$ cat src/hdl/tcm_pkg.sv
package tcm_pkg;

   localparam int CSR_ADDR_W = 5;
   localparam int CSR_DATA_W = 32;
   localparam int OUT_PAGE_W = 20;

   // operations carried by req_op
   typedef enum logic [2:0] {
      OP_LOOKUP        = 3'd0,
      OP_FILL          = 3'd1,
      OP_FLUSH_PAGE    = 3'd2,
      OP_FLUSH_PAGE_NG = 3'd3,
      OP_FLUSH_ALL     = 3'd4,
      OP_FLUSH_ALL_NG  = 3'd5
   } op_type;

   // register slots, byte address 4*index
   typedef enum logic [2:0] {
      REG_ITT_FIRST  = 3'd0,
      REG_ITT_SECOND = 3'd1,
      REG_DTT_FIRST  = 3'd2,
      REG_DTT_SECOND = 3'd3,
      REG_TRANS_EN   = 3'd4,
      REG_DEST_FC    = 3'd5
   } reg_index_type;

   // descriptor bits
   localparam int DSC_W_BIT = 2;
   localparam int DSC_M_BIT = 4;
   localparam int DSC_S_BIT = 7;
   localparam int DSC_G_BIT = 10;

   // transparent window bits
   localparam int TT_W_BIT = 2;
   localparam int TT_E_BIT = 15;

   // window space field codes
   localparam logic [1:0] TT_S_USER  = 2'd0;
   localparam logic [1:0] TT_S_SUPER = 2'd1;

   // window match outcomes
   localparam logic [1:0] TT_MISS   = 2'd0;
   localparam logic [1:0] TT_HIT    = 2'd1;
   localparam logic [1:0] TT_HIT_WP = 2'd3;

   // function codes that let flushes reach the user banks
   localparam logic [2:0] FC_USER_DATA = 3'd1;
   localparam logic [2:0] FC_USER_CODE = 3'd2;

   typedef struct packed {
      logic [31:0] itt_first;
      logic [31:0] itt_second;
      logic [31:0] dtt_first;
      logic [31:0] dtt_second;
      logic        translation_enable;
      logic [2:0]  dest_function_code;
   } cfg_type;

   typedef struct packed {
      logic                  needs_walk;
      logic                  resident;
      logic                  transparent;
      logic [OUT_PAGE_W-1:0] phys_page;
      logic                  write_protected;
      logic                  modified;
      logic [1:0]            cache_mode;
      logic                  super_only;
      logic [1:0]            user_bits;
      logic                  global_page;
      logic                  set_modified;
   } rsp_type;

   function automatic logic [1:0] tt_match(logic [31:0] w, logic [7:0] top, logic sup);
      logic [1:0] s;
      logic [7:0] msk;
      logic [1:0] r;
      s   = w[14:13];
      msk = w[23:16];
      r   = TT_MISS;
      if (w[TT_E_BIT] && !((s == TT_S_USER && sup) || (s == TT_S_SUPER && !sup)) &&
          ((top & ~msk) == (w[31:24] & ~msk))) begin
         r = w[TT_W_BIT] ? TT_HIT_WP : TT_HIT;
      end
      return r;
   endfunction

   function automatic logic [OUT_PAGE_W-1:0] low_page(logic [31:0] w);
      return w[OUT_PAGE_W-1:0];
   endfunction

endpackage

$ cat src/hdl/translation_cache_with_transparent_match.sv
// channel   direction  handshake             payload
// req       in         req_valid/req_ready   op, logical_page, supervisor, code_space,
//                                            write_access, page_descriptor,
//                                            upper_write_protect
// rsp       out        rsp_valid/rsp_ready   needs_walk .. set_modified, one per transaction
// csr       in         psel/penable/pwrite   apb registers at 4*index, pready tied high
//
// one transaction per cycle sustained while rsp is not stalled; the result is registered
// (accept loads the stage register and the bank ram read, the stage advancing loads the result)
// the rate is set by the single stage between the ram read and the result register
// reset is synchronous: every valid bit, the pipeline and the registers clear at once
// a stalled rsp holds the stage register, and req_ready drops only while both are full
module translation_cache_with_transparent_match
   import tcm_pkg::*;
#(
   parameter int ENTRIES_PER_BANK = 16,
   parameter int PAGE_BITS        = 20
) (
   input  logic                  clock,
   input  logic                  reset,
   // request channel
   input  logic                  req_valid,
   output logic                  req_ready,
   input  logic [2:0]            req_op,
   input  logic [PAGE_BITS-1:0]  req_logical_page,
   input  logic                  req_supervisor,
   input  logic                  req_code_space,
   input  logic                  req_write_access,
   input  logic [31:0]           req_page_descriptor,
   input  logic                  req_upper_write_protect,
   // result channel
   output logic                  rsp_valid,
   input  logic                  rsp_ready,
   output logic                  rsp_needs_walk,
   output logic                  rsp_resident,
   output logic                  rsp_transparent,
   output logic [19:0]           rsp_phys_page,
   output logic                  rsp_write_protected,
   output logic                  rsp_modified,
   output logic [1:0]            rsp_cache_mode,
   output logic                  rsp_super_only,
   output logic [1:0]            rsp_user_bits,
   output logic                  rsp_global_page,
   output logic                  rsp_set_modified,
   // register port
   input  logic                  psel,
   input  logic                  penable,
   input  logic                  pwrite,
   input  logic [CSR_ADDR_W-1:0] paddr,
   input  logic [CSR_DATA_W-1:0] pwdata,
   output logic [CSR_DATA_W-1:0] prdata,
   output logic                  pready
);

   localparam int IDX_W  = $clog2(ENTRIES_PER_BANK);
   localparam int BANKS  = 4;

   // one cached translation, kept in the bank rams
   typedef struct packed {
      logic                 res;
      logic [PAGE_BITS-1:0] tag;
      logic [PAGE_BITS-1:0] phys;
      logic                 sup;
      logic                 mod;
      logic                 wp;
      logic [1:0]           cm;
      logic [1:0]           ub;
   } entry_type;

   localparam int ENTRY_W = $bits(entry_type);

   cfg_type cfg;

   // handshake control
   logic s1_valid_ff, s1_valid_in;
   logic rsp_valid_ff, rsp_valid_in;
   logic accept, advance;

   // stage register, payload
   op_type               op_ff;
   logic [PAGE_BITS-1:0] page_ff;
   logic                 sup_ff, code_ff, wr_ff, uwp_ff;
   logic [31:0]          dsc_ff;
   logic [IDX_W-1:0]     idx_ff;

   logic [IDX_W-1:0]     idx_next;
   logic [1:0]           bank;

   // per-entry valid and global flags live in flops so a bulk flush can clear every entry at once
   logic [BANKS-1:0][ENTRIES_PER_BANK-1:0] valid_ff, valid_in;
   logic [BANKS-1:0][ENTRIES_PER_BANK-1:0] glob_ff, glob_in;

   // bank rams and the forwarding path for a write retiring on the read edge
   logic [BANKS-1:0][ENTRY_W-1:0] ram_rd;
   logic [BANKS-1:0]              ram_we;
   logic [BANKS-1:0]              byp_hit_ff, byp_hit_in;
   entry_type                     byp_data_ff;
   entry_type                     ent [BANKS];
   entry_type                     wr_data;
   logic                          wr_en;

   rsp_type rsp_ff, rsp_in;

   tcm_csr u_csr (
      .clock   (clock),
      .reset   (reset),
      .psel    (psel),
      .penable (penable),
      .pwrite  (pwrite),
      .paddr   (paddr),
      .pwdata  (pwdata),
      .prdata  (prdata),
      .pready  (pready),
      .cfg     (cfg)
   );

   tcm_index #(
      .ENTRIES   (ENTRIES_PER_BANK),
      .PAGE_BITS (PAGE_BITS)
   ) u_index (
      .page (req_logical_page),
      .idx  (idx_next)
   );

   for (genvar gb = 0; gb < BANKS; gb++) begin : g_bank
      tcm_ram #(
         .WIDTH (ENTRY_W),
         .DEPTH (ENTRIES_PER_BANK)
      ) u_ram (
         .clock   (clock),
         .wr_en   (ram_we[gb]),
         .wr_addr (idx_ff),
         .wr_data (wr_data),
         .rd_en   (accept),
         .rd_addr (idx_next),
         .rd_data (ram_rd[gb])
      );
      assign ram_we[gb]     = advance && wr_en && (bank == 2'(gb));
      assign byp_hit_in[gb] = advance && wr_en && (bank == 2'(gb)) && (idx_ff == idx_next);
      assign ent[gb]        = byp_hit_ff[gb] ? byp_data_ff : entry_type'(ram_rd[gb]);
   end

   // pipeline handshake
   assign advance      = s1_valid_ff && (!rsp_valid_ff || rsp_ready);
   assign req_ready    = !s1_valid_ff || advance;
   assign accept       = req_valid && req_ready;
   assign s1_valid_in  = accept ? 1'b1 : (advance ? 1'b0 : s1_valid_ff);
   assign rsp_valid_in = advance ? 1'b1 : (rsp_ready ? 1'b0 : rsp_valid_ff);

   // bank order: user data, user code, supervisor data, supervisor code
   assign bank = {sup_ff, code_ff};

   function automatic rsp_type report_entry(entry_type e, logic g);
      rsp_type r;
      r = '0;
      if (e.res) begin
         r.resident        = 1'b1;
         r.phys_page       = low_page(32'(e.phys));
         r.write_protected = e.wp;
         r.modified        = e.mod;
         r.cache_mode      = e.cm;
         r.super_only      = e.sup;
         r.user_bits       = e.ub;
         r.global_page     = g;
      end
      return r;
   endfunction

   // single stage: windows, pass-through, bank probe, fill and flushes
   always_comb begin
      logic [1:0] m1, m2, m;
      logic       user_ok, ng, hit, setmod, wp, sp, md, g;
      entry_type  sel_e, upd;
      logic [7:0] top;

      rsp_in   = '0;
      wr_en    = 1'b0;
      valid_in = valid_ff;
      glob_in  = glob_ff;
      sel_e    = ent[bank];
      upd      = sel_e;
      top      = page_ff[PAGE_BITS-1 -: 8];
      user_ok  = (cfg.dest_function_code == FC_USER_DATA) ||
                 (cfg.dest_function_code == FC_USER_CODE);
      ng       = op_ff inside {OP_FLUSH_PAGE_NG, OP_FLUSH_ALL_NG};
      m1       = tt_match(code_ff ? cfg.itt_first : cfg.dtt_first, top, sup_ff);
      m2       = tt_match(code_ff ? cfg.itt_second : cfg.dtt_second, top, sup_ff);
      m        = (m1 != TT_MISS) ? m1 : m2;
      hit      = valid_ff[bank][idx_ff] && (sel_e.tag == page_ff);
      setmod   = 1'b0;
      wp       = uwp_ff || dsc_ff[DSC_W_BIT];
      sp       = dsc_ff[DSC_S_BIT];
      md       = dsc_ff[DSC_M_BIT];
      g        = 1'b0;

      case (op_ff)
         OP_LOOKUP: begin
            if (m != TT_MISS) begin
               // a write into a protected window reports not resident
               if (!(m == TT_HIT_WP && wr_ff)) begin
                  rsp_in.resident        = 1'b1;
                  rsp_in.transparent     = 1'b1;
                  rsp_in.phys_page       = low_page(32'(page_ff));
                  rsp_in.write_protected = (m == TT_HIT_WP);
               end
            end else if (!cfg.translation_enable) begin
               rsp_in.resident  = 1'b1;
               rsp_in.phys_page = low_page(32'(page_ff));
            end else if (!hit) begin
               rsp_in.needs_walk = 1'b1;
            end else begin
               // first write to a writable page marks it modified
               setmod = sel_e.res && wr_ff && !sel_e.wp && !sel_e.mod &&
                        !(sel_e.sup && !sup_ff);
               if (setmod) begin
                  upd.mod = 1'b1;
                  wr_en   = 1'b1;
               end
               rsp_in              = report_entry(upd, glob_ff[bank][idx_ff]);
               rsp_in.set_modified = setmod;
            end
         end
         OP_FILL: begin
            upd     = '0;
            upd.tag = page_ff;
            if (dsc_ff[1:0] != 2'd0) begin
               if (!(wp && wr_ff) && !(sp && !sup_ff) && !md && wr_ff) begin
                  md     = 1'b1;
                  setmod = 1'b1;
               end
               upd.res  = 1'b1;
               upd.phys = dsc_ff[31 -: PAGE_BITS];
               upd.ub   = dsc_ff[9:8];
               upd.sup  = sp;
               upd.cm   = dsc_ff[6:5];
               upd.mod  = md;
               upd.wp   = wp;
               g        = dsc_ff[DSC_G_BIT];
            end
            wr_en                   = 1'b1;
            valid_in[bank][idx_ff]  = 1'b1;
            glob_in[bank][idx_ff]   = g;
            rsp_in                  = report_entry(upd, g);
            rsp_in.set_modified     = setmod;
         end
         OP_FLUSH_PAGE, OP_FLUSH_PAGE_NG: begin
            for (int b = 0; b < BANKS; b++) begin
               if ((b >= 2 || user_ok) && (ent[b].tag == page_ff) &&
                   !(ng && glob_ff[b][idx_ff])) begin
                  valid_in[b][idx_ff] = 1'b0;
               end
            end
         end
         OP_FLUSH_ALL, OP_FLUSH_ALL_NG: begin
            for (int b = 0; b < BANKS; b++) begin
               for (int i = 0; i < ENTRIES_PER_BANK; i++) begin
                  if ((b >= 2 || user_ok) && !(ng && glob_ff[b][i])) begin
                     valid_in[b][i] = 1'b0;
                  end
               end
            end
         end
         default: begin
         end
      endcase

      wr_data = upd;
   end

   // control state
   always_ff @(posedge clock) begin
      if (reset) begin
         s1_valid_ff  <= 1'b0;
         rsp_valid_ff <= 1'b0;
         byp_hit_ff   <= '0;
         valid_ff     <= '0;
         glob_ff      <= '0;
      end else begin
         s1_valid_ff  <= s1_valid_in;
         rsp_valid_ff <= rsp_valid_in;
         if (accept) begin
            byp_hit_ff <= byp_hit_in;
         end
         if (advance) begin
            valid_ff <= valid_in;
            glob_ff  <= glob_in;
         end
      end
   end

   // payload registers
   always_ff @(posedge clock) begin
      if (accept) begin
         op_ff       <= op_type'(req_op);
         page_ff     <= req_logical_page;
         sup_ff      <= req_supervisor;
         code_ff     <= req_code_space;
         wr_ff       <= req_write_access;
         dsc_ff      <= req_page_descriptor;
         uwp_ff      <= req_upper_write_protect;
         idx_ff      <= idx_next;
         byp_data_ff <= wr_data;
      end
      if (advance) begin
         rsp_ff <= rsp_in;
      end
   end

   assign rsp_valid           = rsp_valid_ff;
   assign rsp_needs_walk      = rsp_ff.needs_walk;
   assign rsp_resident        = rsp_ff.resident;
   assign rsp_transparent     = rsp_ff.transparent;
   assign rsp_phys_page       = rsp_ff.phys_page;
   assign rsp_write_protected = rsp_ff.write_protected;
   assign rsp_modified        = rsp_ff.modified;
   assign rsp_cache_mode      = rsp_ff.cache_mode;
   assign rsp_super_only      = rsp_ff.super_only;
   assign rsp_user_bits       = rsp_ff.user_bits;
   assign rsp_global_page     = rsp_ff.global_page;
   assign rsp_set_modified    = rsp_ff.set_modified;

`ifndef SYNTHESIS
   // a full stage behind a stalled result must stop new transactions
   a_stall_blocks: assert property (@(posedge clock) disable iff (reset)
      s1_valid_ff && rsp_valid_ff && !rsp_ready |-> !req_ready)
      else $error("transaction accepted while both stages are stalled");

   // a global flush that reaches every bank leaves nothing valid
   a_flush_all_clears: assert property (@(posedge clock) disable iff (reset)
      advance && op_ff == OP_FLUSH_ALL &&
      (cfg.dest_function_code == FC_USER_DATA || cfg.dest_function_code == FC_USER_CODE)
      |=> valid_ff == '0)
      else $error("flush all left valid entries");

   // a modify request always comes with a resident, modified result
   a_setmod_consistent: assert property (@(posedge clock) disable iff (reset)
      rsp_valid_ff && rsp_ff.set_modified |-> rsp_ff.modified && rsp_ff.resident)
      else $error("set_modified without a resident modified page");

   // forwarding only ever targets the one bank being written
   a_bypass_onehot: assert property (@(posedge clock) disable iff (reset)
      $onehot0(byp_hit_ff))
      else $error("forwarding hit in more than one bank");
`endif

endmodule

$ cat src/hdl/tcm_ram.sv
module tcm_ram #(
   parameter int WIDTH = 48,
   parameter int DEPTH = 16
) (
   input  logic                     clock,
   input  logic                     wr_en,
   input  logic [$clog2(DEPTH)-1:0] wr_addr,
   input  logic [WIDTH-1:0]         wr_data,
   input  logic                     rd_en,
   input  logic [$clog2(DEPTH)-1:0] rd_addr,
   output logic [WIDTH-1:0]         rd_data
);

   logic [WIDTH-1:0] mem_ff [DEPTH];
   logic [WIDTH-1:0] rd_data_ff;

   always_ff @(posedge clock) begin
      if (wr_en) begin
         mem_ff[wr_addr] <= wr_data;
      end
      if (rd_en) begin
         rd_data_ff <= mem_ff[rd_addr];
      end
   end

   assign rd_data = rd_data_ff;

endmodule

$ cat src/hdl/tcm_index.sv
module tcm_index #(
   parameter int ENTRIES   = 16,
   parameter int PAGE_BITS = 20
) (
   input  logic [PAGE_BITS-1:0]       page,
   output logic [$clog2(ENTRIES)-1:0] idx
);

   localparam int IDX_W  = $clog2(ENTRIES);
   localparam int ACC_W  = IDX_W + 1;
   localparam int CHUNKS = (PAGE_BITS + 7) / 8;
   localparam int PAD_W  = CHUNKS * 8;

   logic [PAD_W-1:0] page_pad;
   logic [IDX_W-1:0] part_tbl [CHUNKS][256];

   assign page_pad = PAD_W'(page);

   // residue of each byte value at each byte position
   for (genvar gi = 0; gi < CHUNKS; gi++) begin : g_chunk
      for (genvar gc = 0; gc < 256; gc++) begin : g_val
         localparam int WEIGHT = (2 ** (8 * gi)) % ENTRIES;
         localparam int RESID  = (gc * WEIGHT) % ENTRIES;
         assign part_tbl[gi][gc] = IDX_W'(RESID);
      end
   end

   // sum the byte residues, folding back below the bank size each step
   always_comb begin
      logic [ACC_W-1:0] acc;
      acc = '0;
      for (int i = 0; i < CHUNKS; i++) begin
         acc = acc + ACC_W'(part_tbl[i][page_pad[8*i +: 8]]);
         if (acc >= ACC_W'(ENTRIES)) begin
            acc = acc - ACC_W'(ENTRIES);
         end
      end
      idx = acc[IDX_W-1:0];
   end

endmodule

$ cat src/hdl/tcm_csr.sv
module tcm_csr
   import tcm_pkg::*;
(
   input  logic                  clock,
   input  logic                  reset,
   input  logic                  psel,
   input  logic                  penable,
   input  logic                  pwrite,
   input  logic [CSR_ADDR_W-1:0] paddr,
   input  logic [CSR_DATA_W-1:0] pwdata,
   output logic [CSR_DATA_W-1:0] prdata,
   output logic                  pready,
   output cfg_type               cfg
);

   cfg_type       cfg_ff;
   reg_index_type sel;
   logic          wr_stb;

   assign sel    = reg_index_type'(paddr[CSR_ADDR_W-1:2]);
   assign wr_stb = psel && penable && pwrite;
   assign pready = 1'b1;
   assign cfg    = cfg_ff;

   always_ff @(posedge clock) begin
      if (reset) begin
         cfg_ff <= '0;
      end else if (wr_stb) begin
         case (sel)
            REG_ITT_FIRST:  cfg_ff.itt_first          <= pwdata;
            REG_ITT_SECOND: cfg_ff.itt_second         <= pwdata;
            REG_DTT_FIRST:  cfg_ff.dtt_first          <= pwdata;
            REG_DTT_SECOND: cfg_ff.dtt_second         <= pwdata;
            REG_TRANS_EN:   cfg_ff.translation_enable <= pwdata[0];
            REG_DEST_FC:    cfg_ff.dest_function_code <= pwdata[2:0];
            default: begin
            end
         endcase
      end
   end

   always_comb begin
      case (sel)
         REG_ITT_FIRST:  prdata = cfg_ff.itt_first;
         REG_ITT_SECOND: prdata = cfg_ff.itt_second;
         REG_DTT_FIRST:  prdata = cfg_ff.dtt_first;
         REG_DTT_SECOND: prdata = cfg_ff.dtt_second;
         REG_TRANS_EN:   prdata = {31'd0, cfg_ff.translation_enable};
         REG_DEST_FC:    prdata = {29'd0, cfg_ff.dest_function_code};
         default:        prdata = '0;
      endcase
   end

endmodule

$ cat config.mk
export PLATFORM = sky130hd
export DESIGN_NAME = translation_cache_with_transparent_match
export DESIGN_NICKNAME = d
export VERILOG_FILES = /design/src/hdl/tcm_pkg.sv /design/src/hdl/translation_cache_with_transparent_match.sv /design/src/hdl/tcm_ram.sv /design/src/hdl/tcm_index.sv /design/src/hdl/tcm_csr.sv
export SDC_FILE = /design/constraint.sdc
export NUM_CORES = 2
export LEC_CHECK = 0
export ABC_AREA = 1
export BUFFER_PORTS_ARGS = -buffer_cell sky130_fd_sc_hd__clkbuf_2
export CORE_MARGIN = 1.5
export CORE_UTILIZATION = 49
export CTS_CLUSTER_SIZE = 16
export DETAILED_ROUTE_END_ITERATION = 8
export PLACE_DENSITY = 0.67
export SLEW_MARGIN = 10
export SYNTH_ARGS = -nofsm -noshare
export SYNTH_HDL_FRONTEND = slang
export SYNTH_SLANG_ARGS = --single-unit
$ cat constraint.sdc
create_clock -name clock -period 7 [get_ports clock]
set_clock_uncertainty 0.05 [all_clocks]
set_input_delay 0.35 -clock clock [delete_from_list [all_inputs] [get_ports clock]]
set_output_delay 0.35 -clock clock [all_outputs]
set_load 0.1 [all_outputs]
After elaboration in Yosys (flattened, before gate mapping)
Memories as Yosys holds them, arrays and structs flattened. A register that Yosys moved wholly into a read port is not among the register bits.
Cells that the tools add are included.
{"block": "classes", "order_cmp": 11, "n_bitwise": 16, "n_addsub": 5, "n_reduce_logical": 279, "eq_ne": 94, "n_mux": 162}
{"op": "48-bit 2-to-1 mux", "count": 6}
{"op": "4-bit AND reduction", "count": 64}
{"op": "32-bit one-hot mux with 6 select lines", "count": 1}
{"op": "64-bit one-hot mux with 3 select lines", "count": 1}
{"op": "1-bit logical AND", "count": 141}
{"op": "2-bit != test (second input constant)", "count": 68}
{"op": "16-bit 2-to-1 mux", "count": 7}
{"op": "1-bit 2-to-1 mux", "count": 105}
{"op": "20-bit == test", "count": 5}
{"op": "48-bit binary-select mux with 2-bit select", "count": 1}
{"op": "16-bit AND", "count": 4}
{"op": "16-bit binary-select mux with 2-bit select", "count": 2}
{"op": "64-bit bitwise mux", "count": 1}
{"op": "32-bit 2-to-1 mux", "count": 2}
{"op": "64-bit OR", "count": 1}
{"op": "32-bit one-hot mux with 2 select lines", "count": 1}
{"op": "28-bit 2-to-1 mux", "count": 2}
{"op": "1-bit zero test", "count": 47}
{"op": "23-bit 2-to-1 mux", "count": 2}
{"op": "42-bit 2-to-1 mux", "count": 1}
{"op": "8-bit AND", "count": 4}
{"op": "16-bit demux with 2-bit select", "count": 1}
{"op": "31-bit 2-to-1 mux", "count": 1}
{"op": "4-bit 2-to-1 mux", "count": 7}
{"op": "40 further kinds", "count": 92}
{"block": "word_totals", "input_bits": 103, "output_inout_bits": 67, "rom_bits": 3072, "reg_bits": 409, "ram_bits": 3072, "mem_count": 7, "elab_cells": 678}
{"memory": "(no name shown)", "words": 256, "word_bits": 4, "read_ports": 1, "rd_ports_with_merged_regs": 0, "write_ports": 0, "line": "tcm_index.sv:33", "text": "acc = acc + ACC_W'(part_tbl[i][page_pad[8*i +: 8]]);"}
{"memory": "(no name shown)", "words": 256, "word_bits": 4, "read_ports": 1, "rd_ports_with_merged_regs": 0, "write_ports": 0, "line": "tcm_index.sv:33"}
{"memory": "(no name shown)", "words": 256, "word_bits": 4, "read_ports": 1, "rd_ports_with_merged_regs": 0, "write_ports": 0, "line": "tcm_index.sv:33"}
{"memory": "g_bank[0].u_ram.mem_ff", "words": 16, "word_bits": 48, "read_ports": 1, "rd_ports_with_merged_regs": 1, "write_ports": 1, "line": "tcm_ram.sv:14", "text": "logic [WIDTH-1:0] mem_ff [DEPTH];"}
{"memory": "g_bank[1].u_ram.mem_ff", "words": 16, "word_bits": 48, "read_ports": 1, "rd_ports_with_merged_regs": 1, "write_ports": 1, "line": "tcm_ram.sv:14"}
{"memory": "g_bank[2].u_ram.mem_ff", "words": 16, "word_bits": 48, "read_ports": 1, "rd_ports_with_merged_regs": 1, "write_ports": 1, "line": "tcm_ram.sv:14"}
{"memory": "+1 memories"}

Logic depth before layout (Yosys ltp)
{"block": "logic_depth", "depth_word": 17, "mapped_depth": 20, "ltp_nobuf": 18}

Modules after synthesis
A second synthesis with hierarchy kept.
{"block": "hier_totals", "hier_cells": 16805, "area_unflattened_um2": 164263.8}
{"mod": "tcm_ram", "cells_each": 3165, "instances": 4, "seq_area_each_um2": 24503.5, "area_each_um2": 34469.3}
{"mod": "translation_cache_with_transparent_match", "cells_each": 3095, "instances": 1, "seq_area_each_um2": 6916.6, "area_each_um2": 20011.7}
{"mod": "tcm_csr", "cells_each": 1046, "instances": 1, "seq_area_each_um2": 2642.5, "area_each_um2": 6344.8}
{"mod": "tcm_index", "cells_each": 4, "instances": 1, "seq_area_each_um2": 0.0, "area_each_um2": 30.0}

Worst setup path before layout
Ideal clock, no wire load.
{"block": "synth_path", "kind": "reg2reg", "from": "reg rsp_valid_ff (netlist: rsp_valid)", "to": "reg byp_hit_ff[0]", "synth_period_minus_slack_ns": 8.863, "slack_ns": -1.863, "stages_incl_launch_ff": 8, "t_arrival_ns": 8.743, "cell_sequence": "dfxtp_1 nand3_1 nand2_1 inv_1 nand3_1 nor3_1 nand4_1 a21oi_1"}
{"block": "synth_between", "elab_cells_between_ends": 8, "classes_between": "reduce/logical: 8"}
{"item": "from (decl)", "line": "translation_cache_with_transparent_match.sv:76", "text": "logic rsp_valid_ff, rsp_valid_in;"}
{"item": "from (signal assigned)", "line": "translation_cache_with_transparent_match.sv:280", "text": "rsp_valid_ff <= rsp_valid_in;"}
{"item": "1-bit zero test", "line": "translation_cache_with_transparent_match.sv:144", "text": "assign advance = s1_valid_ff && (!rsp_valid_ff || rsp_ready);"}
{"item": "1-bit logical OR", "line": "translation_cache_with_transparent_match.sv:144"}
{"item": "1-bit logical AND", "line": "translation_cache_with_transparent_match.sv:144"}
{"item": "1-bit logical OR", "line": "translation_cache_with_transparent_match.sv:145", "text": "assign req_ready = !s1_valid_ff || advance;"}
{"item": "net req_ready", "line": "translation_cache_with_transparent_match.sv:23", "text": "output logic req_ready,"}
{"item": "1-bit logical AND", "line": "translation_cache_with_transparent_match.sv:146", "text": "assign accept = req_valid && req_ready;"}
{"item": "net accept", "line": "translation_cache_with_transparent_match.sv:77", "text": "logic accept, advance;"}
{"item": "to (signal assigned)", "line": "translation_cache_with_transparent_match.sv:282", "text": "byp_hit_ff <= byp_hit_in;"}
{"item": "to (decl)", "line": "translation_cache_with_transparent_match.sv:96", "text": "logic [BANKS-1:0] byp_hit_ff, byp_hit_in;"}
The timed path passes the listed nets, and every way through them passes these cells.
A chain may end at the register's enable or synchronous reset.

Worst setup path in the final report
{"block": "layout_path", "from": "reg code_ff", "to": "mem g_bank[1].u_ram.mem_ff[8][24] (enable)"}
{"block": "layout_between", "elab_chain_len": 17, "elab_cells_between_ends": 61, "classes_between": "eq/ne: 6; mux: 21; bitwise: 7; reduce/logical: 27"}
{"item": "from (decl)", "line": "translation_cache_with_transparent_match.sv:82", "text": "logic sup_ff, code_ff, wr_ff, uwp_ff;"}
{"item": "from (signal assigned)", "line": "translation_cache_with_transparent_match.sv:297", "text": "code_ff <= req_code_space;"}
{"item": "parallel branches: the longest is 14 deep, another holds 16-bit binary-select mux with 2-bit select"}
{"item": "1-bit logical AND (*)", "line": "translation_cache_with_transparent_match.sv:138", "text": "assign ram_we[gb] = advance && wr_en && (bank == 2'(gb));"}
{"item": "1-bit 2-to-1 mux (*)", "line": "tcm_ram.sv:18", "text": "if (wr_en) begin"}
{"item": "1-bit 2-to-1 mux (implied by the code) (*)", "line": "tcm_ram.sv:19", "text": "mem_ff[wr_addr] <= wr_data;"}
{"item": "to (decl)", "line": "tcm_ram.sv:14"}
Every way passes the cells marked *. The select of a mux whose other input is x is not followed.

==> results.md <==
* Die area at 307000 um^2
* Placed insts at 15900
* Grt peak-use layer: met2
* Synthesized Nets at 12500
* Clock latency at the later pin of the worst-skew pair at 0.98 ns
* Critical path endpoint: g_bank[1].u_ram.mem_ff[8][24]
* Drt first pass iters at 7
* Vias in the first global route at 101000
* H-tree depth at 5
* Max IR drop VDD at 215 uV
* Final Non-Filler Cells at 16700
* Largest net degree at the start of global routing at 198
* GR met2 Demand/Resource at 45.8%
* Max Cap Violations at 0
* Via count at 106000
* Crit end category: flop
* Reg-to-reg setup timing slack at 1.39 ns
* Placer Congestion at 0.981
* IO buf count at 164
* Post-CTS sizing at 0
* Reg2reg path depth at 16
* Total power at 48.3 mW
* Longest Clk Path Bufs at 4
* GRT met3 Usage at 6.14%
* Initial antenna violation count at 36
* Mapped Cells at 12400
* Boundary pin count at 170
* Die W at 554 um
* FFs w/ async S/R, synth at 0%
* Post-synth cell types at 49
* Final #Nets at 12500
* Yosys reg bits at 3667
* Critical path class: flop to flop
* PwrDens at 287 nW/um^2
* Count leader, synth: edfxtp_1
* Routed Antenna Nets at 0
* CTS tree: yes
* Drt initial violations at 15600
* Number of buffers inserted by hold repair at cts at 100
* Synth top area cells: edfxtp_1 (69%), o21ai_0 (7.5%), nor2_1 (5.9%), dfxtp_1 (3.6%), nand2_1 (2.6%)
* Share of cells above drive strength 1 at 9.05%
* CTS Sinks at 3667
* Gr usage total at 29.9%
* Starting Density at 49.2%
* Syn_area_per_cell at 12.0 um^2
* DP HPWL at 269 mm
* Final non-filler cell area at 168000 um^2
* Max Clk Rate at 0.178 GHz
* Core ar. at 302000 um^2
* EDFF count, synth at 3401
* Synth top area share at 68.7%
* RSZ-0062 raised after global routing: no
* CP Launch Type: flop
* Cts bufs inserted at 373
* Req. time, crit path at 7.56 ns
* Row cnt at 202
* Status: finished clean
* Period minus WS final at 5.61 ns
* Synth top cells by count: edfxtp_1 (3401), nor2_1 (2335), o21ai_0 (2231)
* Final Max Tran Viols at 0
* Routed WL per cell at 28.2 um
* Die H at 554 um
* Final Hold Viols at 0
* Reg2reg start: code_ff
* Final Util at 55.7%
* Slew headroom at 6.25%
* Placed inst area at 155000 um^2
* GR Overflow Total at 0
* Worst-path fanout max at 39
* Met1 usage at 42.2%
* Worst slack at placement at 1.61 ns
* Cell area after synthesis at 149000 um^2
* Tightest Pin Transition at 1.40 ns
* Fin worst setup slack at 1.39 ns
* Root Driver: clkbuf_16
* Period utilization at 80.2%
* WHS at 0.0524 ns
* Syn-to-layout area delta at 13.3%
* First-pass GRT wire length at 679 mm
* # fillers at 24100
* Min-delay worst type: primary input to flop
* Setup TNS at 0 ns
* Number of setup buffers added after CTS at 0
* Leak Pwr at 55.0 nW
* Post-synth top area cell: edfxtp_1
* Reg-to-Reg End: g_bank[1].u_ram.mem_ff[8][24]
* CP arrival at 6.18 ns
* Post-synthesis sequential area ratio at 72.3%
* Drt total wl at 472 mm
* Primary FF master, synth: edfxtp_1
* Endpoints failing setup at 0
* # DRC at 0
* Via density at 6.31
* Total number of yosys warnings at 0
* Critical Path Start: code_ff
* Reg clk slew, reported paths at 0.06 ns
critical path, cell delays in order (launching register included):
cell	delay [ns]
edfxtp_1	0.71
inv_4	0.32
nor2_4	0.91
nand2_1	0.11
nand2_1	0.12
nor2_1	0.09
nand2_1	0.10
nand2_1	0.06
nor2_1	0.22
nand3_1	0.16
nor2_1	0.24
nand3_1	0.17
nand2_2	0.18
nand2_8	0.23
buf_12	0.35
nor2_4	0.80
buf_12	0.28
power breakdown:
part | switching (mW) | leakage [nW] | internal (mW) | total, mW
Clock | 8.55 | 5.90 | 11.2 | 19.7
Combinational | 2.95 | 16.0 | 0.750 | 3.70
Sequential | 0.216 | 33.1 | 24.7 | 24.9
Total | 11.7 | 55.0 | 36.6 | 48.3
area by class of cell:
class	count	area [um^2]	share of cell area, %
flip-flops and latches	3667	107000	63.8
multi-input cells	7492	37300	22.2
clock buffers	458	9770	5.80
repair buffers	562	5190	3.08
well taps	3978	4980	2.96
clock inverters	229	2310	1.37
inverters	315	1220	0.727
diodes	13	32.5	0.0193
state kept, by name, indices dropped and copies added (netlist names), 2 cells and up:
signal,count
op_ff,3
valid_ff,64
byp_hit_ff,4
byp_data_ff,48
rsp_cache_mode,2
g_bank.u_ram.rd_data,192
rsp_user_bits,2
g_bank.u_ram.mem_ff,3072
rsp_phys_page,20
u_csr.cfg,132
dsc_ff,30
page_ff,20
glob_ff,64
kinds of logic after synthesis:
group,after synthesis,share of synthesized area (%)
and+or+nand+nor,3823,10.2
muxes,17,0.115
xor gates and xnor gates,53,0.312
DFF,3667,72.3
buffers and inverters,1200,3.18
other,1,0.00252
adders and majority gates,3,0.0253
AOI/OAI and AO/OA,3595,13.9
worst min-delay path by stage:
stage	slack (ns)	startpoint	end	cells past startpoint
2_1_floorplan	0.39	valid_ff[32]	valid_ff[32]	2
3_3_place_gp	0.40	valid_ff[33]	valid_ff[33]	2
3_5_place_dp	0.40	valid_ff[12]	valid_ff[12]	2
4_1_cts	0.01	reset	s1_valid_ff	3
5_1_grt	0.07	req_page_descriptor[20]	dsc_ff[20]	2
6_report	0.05	reset	s1_valid_ff	3
metal layers:
layer,share of wire [%],vias up
met1,39,52300
li1,-,45500
met5,0.018,-
met4,3.9,12
met2,45,6632
met3,12,1052
placed cells by master (no fill, tap or decap), drive strengths merged, types with 46 or more instances in the layout:
master,n
o21ai,2244
dfxtp,266
inv,314
edfxtp,3401
xor2,51
buf,302
nand2,1034
o22ai,614
nand3,279
o221ai,318
a22oi,46
clkinv,191
a21oi,173
o211ai,117
nor2,2403
clkbuf,618
dlygate4sd3,100
nor3,70
Power figures use the tool's default switching activity.
